[src/rtl/dcrg_pkg.sv]
// Shared constants, types and state codes for the DC removal gain buffer.
package dcrg_pkg;

  localparam int MAX_SAMPLES = 65536;
  localparam int ADDR_W      = $clog2(MAX_SAMPLES);
  localparam int CNT_W       = ADDR_W + 1;
  localparam int SAMPLE_W    = 16;
  localparam int SUM_W       = CNT_W + SAMPLE_W;
  localparam int GAIN_W      = 10;
  localparam int DVD_W       = SUM_W - 1;
  localparam int DVS_W       = CNT_W;
  localparam int DIV_STEP_W  = $clog2(DVD_W);
  localparam int PROD_W      = SAMPLE_W + 1 + GAIN_W + 1;

  // x / 100 as (x * ceil(2^34 / 100)) >> 34, exact for x below 2^27
  localparam int RECIP_M_W   = 28;
  localparam int RECIP_SH    = 34;
  localparam int RECIP_W     = PROD_W + RECIP_M_W;

  localparam logic [GAIN_W-1:0]    GAIN_RESET   = GAIN_W'(100);
  localparam logic [RECIP_M_W-1:0] RECIP_100    = 28'd171798692;
  localparam logic [SAMPLE_W-1:0]  SAT_POS      = 16'h7FFF;
  localparam logic [SAMPLE_W-1:0]  SAT_NEG      = 16'h8000;
  localparam logic [DVD_W-1:0]     SAT_POS_MAG  = DVD_W'(32767);
  localparam logic [DVD_W-1:0]     SAT_NEG_MAG  = DVD_W'(32768);

  localparam logic [1:0] ACT_PUSH  = 2'd0;
  localparam logic [1:0] ACT_FETCH = 2'd1;
  localparam logic [1:0] ACT_CLEAR = 2'd2;

  typedef enum logic [1:0] {
    OP_PUSH,
    OP_FETCH,
    OP_CLEAR
  } op_t;

  typedef struct packed {
    op_t                 op;
    logic [SAMPLE_W-1:0] sample;
  } q_entry_t;

  typedef enum logic [2:0] {
    ST_IDLE,
    ST_DIV_OFS,
    ST_READ,
    ST_MUL,
    ST_DSTART,
    ST_DIV_GAIN,
    ST_EMIT
  } back_state_t;

  typedef struct packed {
    logic             start;
    logic [DVD_W-1:0] dividend;
    logic [DVS_W-1:0] divisor;
  } div_req_t;

  typedef struct packed {
    logic             done;
    logic [DVD_W-1:0] quotient;
  } div_rsp_t;

endpackage

[src/rtl/dcrg_front.sv]
// Input stage: accepts words, decodes the action and queues them for the back end.
module dcrg_front
  import dcrg_pkg::*;
(
  input  logic                clk,
  input  logic                rst_n,
  input  logic                in_valid,
  output logic                in_ready,
  input  logic [1:0]          in_action,
  input  logic [SAMPLE_W-1:0] in_sample_in,
  output logic                q_valid,
  output q_entry_t            q_head,
  input  logic                q_pop
);

  q_entry_t    ent_r [2];
  logic        wr_ptr_r, rd_ptr_r;
  logic [1:0]  cnt_r;
  logic        known;
  logic        push;
  op_t         op;

  always_comb begin
    known = 1'b1;
    op    = OP_PUSH;
    unique case (in_action)
      ACT_PUSH:  op = OP_PUSH;
      ACT_FETCH: op = OP_FETCH;
      ACT_CLEAR: op = OP_CLEAR;
      default:   known = 1'b0;
    endcase
  end

  assign in_ready = cnt_r != 2'd2;
  assign push     = in_valid && in_ready && known;
  assign q_valid  = cnt_r != 2'd0;
  assign q_head   = ent_r[rd_ptr_r];

  always_ff @(posedge clk) begin
    if (!rst_n) begin
      wr_ptr_r <= 1'b0;
      rd_ptr_r <= 1'b0;
      cnt_r    <= 2'd0;
    end else begin
      if (push) begin
        wr_ptr_r <= ~wr_ptr_r;
      end
      if (q_pop) begin
        rd_ptr_r <= ~rd_ptr_r;
      end
      cnt_r <= cnt_r + {1'b0, push} - {1'b0, q_pop};
    end
  end

  always_ff @(posedge clk) begin
    if (push) begin
      ent_r[wr_ptr_r] <= '{op: op, sample: in_sample_in};
    end
  end

endmodule

[config.mk]
export PLATFORM = sky130hd
export DESIGN_NAME = dcrg_front
export DESIGN_NICKNAME = d
export VERILOG_FILES = /design/src/rtl/dcrg_pkg.sv /design/src/rtl/dcrg_front.sv
export SDC_FILE = /design/constraint.sdc
export NUM_CORES = 1
export LEC_CHECK = 0
export BUFFER_PORTS_ARGS = -buffer_cell sky130_fd_sc_hd__buf_2
export CORE_MARGIN = 8
export CORE_UTILIZATION = 32
export DETAILED_ROUTE_END_ITERATION = 8
export PLACE_DENSITY_LB_ADDON = 0.1
export SLEW_MARGIN = 10
export SYNTH_ARGS = -nofsm -noshare
export SYNTH_HDL_FRONTEND = slang
export SYNTH_SLANG_ARGS = --single-unit
[constraint.sdc]
create_clock -name clk -period 5 [get_ports clk]
set_input_delay 1 -clock clk [delete_from_list [all_inputs] [get_ports clk]]
set_output_delay 1 -clock clk [all_outputs]
set_load 0.1 [all_outputs]
==> reports/qor.yml <==
floorplan.initialDensity_pct: 33.0
headroom_to_the_max_slew_limit_pct: 39.1
num_antenna_cells: 0
highest-signal-layer: "met4"
final-max-slew-violation-count: 0
wl_per_cell_um: 13.5
postLayoutCellArea_mm2: 0.00192
overflow: 0
power_density_mw_per_mm2: 482
die_w_um: 85.8
async_flop_share_pct: 0
cp.arrival_ns: 1.86
postRouteWirelength_um: 2700
io_pins: 42
ys_seq_area_share_pct: 75.7
synthFlopType: "sky130_fd_sc_hd__edfxtp_1"
area_growth_syn_to_layout_pct: 23.1
hold_viol: 0
post_synth_inst_count: 86
synth_top_family_by_area: "multiplexers"
clkSinkCount: 41
mappedNetlistNets: 109
count_of_flip_flops_with_a_built_in_enable_after_synthesis: 36
cts.path.max_buffers: 2
synth.mux.area_fraction_pct: 13.7
net_count_reported_at_finish: 155
critical_path_buf_inv_count: 1
cp_slowest_stage_delay_ns: 0.85
filler_cells: 455
maxCapViolCount: 0
clock_latency_ns: 0.28
dpl_cell_area_mm2: 0.00184
met2WireLength_um: 1300
hold_buffers: 0
grt_pass1_wl_um: 4340
p_total_mw: 0.927
ys_ff_latch: 41
dieArea_mm2: 0.00737
clock.fmax_mhz: 349
core_area_mm2: 0.00472
finalWorstSetupSlack_ns: 2.14
number_of_global_route_vias_before_repair: 883
required_ns: 4.00
critical_path.max_fanout: 18
postRouteAntennaNets: 0
track_usage_pct: 7.92
most-common-layout-cells: "41 x sky130_fd_sc_hd__buf_2, 36 x sky130_fd_sc_hd__edfxtp_1, 18 x sky130_fd_sc_hd__mux2_2, 5 x sky130_fd_sc_hd__dfxtp_1, 5 x sky130_fd_sc_hd__clkbuf_8"
detailedPlace.worstSlack_ns: 2.33
portBuffers: 41
critical_path_class: "flip-flop to output pin"
gp_routability_congestion: 0.721
synth_compound_area_share_pct: 1.60
drcViolationCount: 0
end_kind: "output pin"
synth_xor_area_share_pct: 1.68
grt_antenna_before_repair: 0
met1_length_um: 1170
grt_setup_unrepaired: "false"
vdd_ir_drop_max_uv: 212
floorplan.rows: 25
fin_crit_ns: 2.86
mostFrequentLayoutCell: "sky130_fd_sc_hd__buf_2"
post_route_cells_drive_above_1_share_pct: 51.1
max_slew.worst_pin.slew_ns: 0.913
synth.yosys.warnings: 0
ys_types: 21
path_cells: "mux2_2 -> buf_2"
post_drt_via_cell_ratio: 4.16
die_y_um: 85.8
syn_avg_cell_area_um2: 18.1
power.leakage_nw: 0.727
detailroute.via_count: 832
number_of_iterations_in_the_first_detailed_routing_pass: 3
crit_slowest_cell: "sky130_fd_sc_hd__dfxtp_1"
clkSlewWorstSetupHoldPaths_ns: 0.07
critPathTopFamily: "flip-flops"
synth-adder-area-share_pct: 0.802
drt-initial-drc-count: 43
min_path_type: "flip-flop to flip-flop"
cts_tree: "built"
outcome: "completed"
synth-simple-area-share_pct: 4.73
netlist_area_mm2: 0.00156
fin_worst_skew_ns: 0.00617
post-route-period-util_pct: 57.2
clock-root-buffer: "sky130_fd_sc_hd__clkbuf_8"
startpoint_type: "flip-flop"
setup_tns_ns: 0
grt_max_degree: 19
cts-htree-levels: 2
cts_inserted_buffers: 5
cts_resized: 0
routed-wl-met3_um: 195
final-setup-viol-count: 0
setup_buffers_after_cts: 0
## flip-flops by register name, indices dropped and copies added (netlist names), named ones only
signal	count
ent_r	36
cnt_r	2
rd_ptr_r	1
wr_ptr_r	1
## per-stage QoR
| step | hold slack (ns) | util (%) | std cells |
|---|---|---|---|
| 3_5_place_dp | 0.498 | 38.9 | 192 |
| 3_3_place_gp | 0.477 | 38.9 | 192 |
| 5_1_grt | 0.548 | 40.7 | 200 |
| 4_1_cts | 0.508 | 40.7 | 200 |
| 2_1_floorplan | 0.462 | - | 86 |
| 6_report | 0.514 | 40.7 | 200 |
## area by class of cell
type | count | area [um2] | area share [%]
multi-input combinational | 39 | 354 | 18.4
clock inverter | 3 | 12.5 | 0.651
inverter | 4 | 15.0 | 0.782
tap | 67 | 83.8 | 4.36
timing repair buffer | 41 | 205 | 10.7
sequential | 41 | 1180 | 61.5
clock buffer | 5 | 68.8 | 3.58
## cells by family (layout without fill, tap and decap cells)
family,after synthesis,count (layout)
buf+inv,6,53
flops,41,41
fa+ha+maj,1,1
simple gates,12,12
compound gates,4,4
mux,19,19
xor+xnor,3,3
## cells in the mapped netlist, drive strengths merged (2+ instances only)
library cell,instances,area [um2]
edfxtp,36,1080
mux2,19,214
dfxtp,5,100
o21ai,2,10.0
nor2b,2,20.0
and2,2,12.5
nor2,4,15.0
inv,4,15.0
xnor2,3,26.3
buf,2,12.5
## where the power goes
part	internal, mW	switching [mW]	leakage (nW)
logic	0.0609	0.243	0.309
registers	0.410	0.0161	0.375
clock network	0.0938	0.102	0.0430
total	0.565	0.362	0.727
## final timing paths
path,startpoint,endpoint,slack [ns],cells after the start
worst min-delay path,wr_ptr_r,wr_ptr_r,0.51,2
worst max-delay path,flip-flop,q_head[17],2.14,2
worst min register to register,wr_ptr_r,wr_ptr_r,0.51,2
worst max register to register,cnt_r[1],ent_r[0][13],3.23,3
## layer usage
layer | up-vias | GRT usage [%]
met5 | - | 0
met4 | 0 | 3.34
met3 | 6 | 4.30
met2 | 25 | 12.8
met1 | 391 | 8.34
li1 | 410 | -
## worst register-to-register path, cell delays in order, from the launching register on
cell	delay, ns
sky130_fd_sc_hd__dfxtp_1	0.33
sky130_fd_sc_hd__nor2b_4	0.14
sky130_fd_sc_hd__or3_1	0.36
sky130_fd_sc_hd__inv_1	0.57
Power figures use the tool's default switching activity.
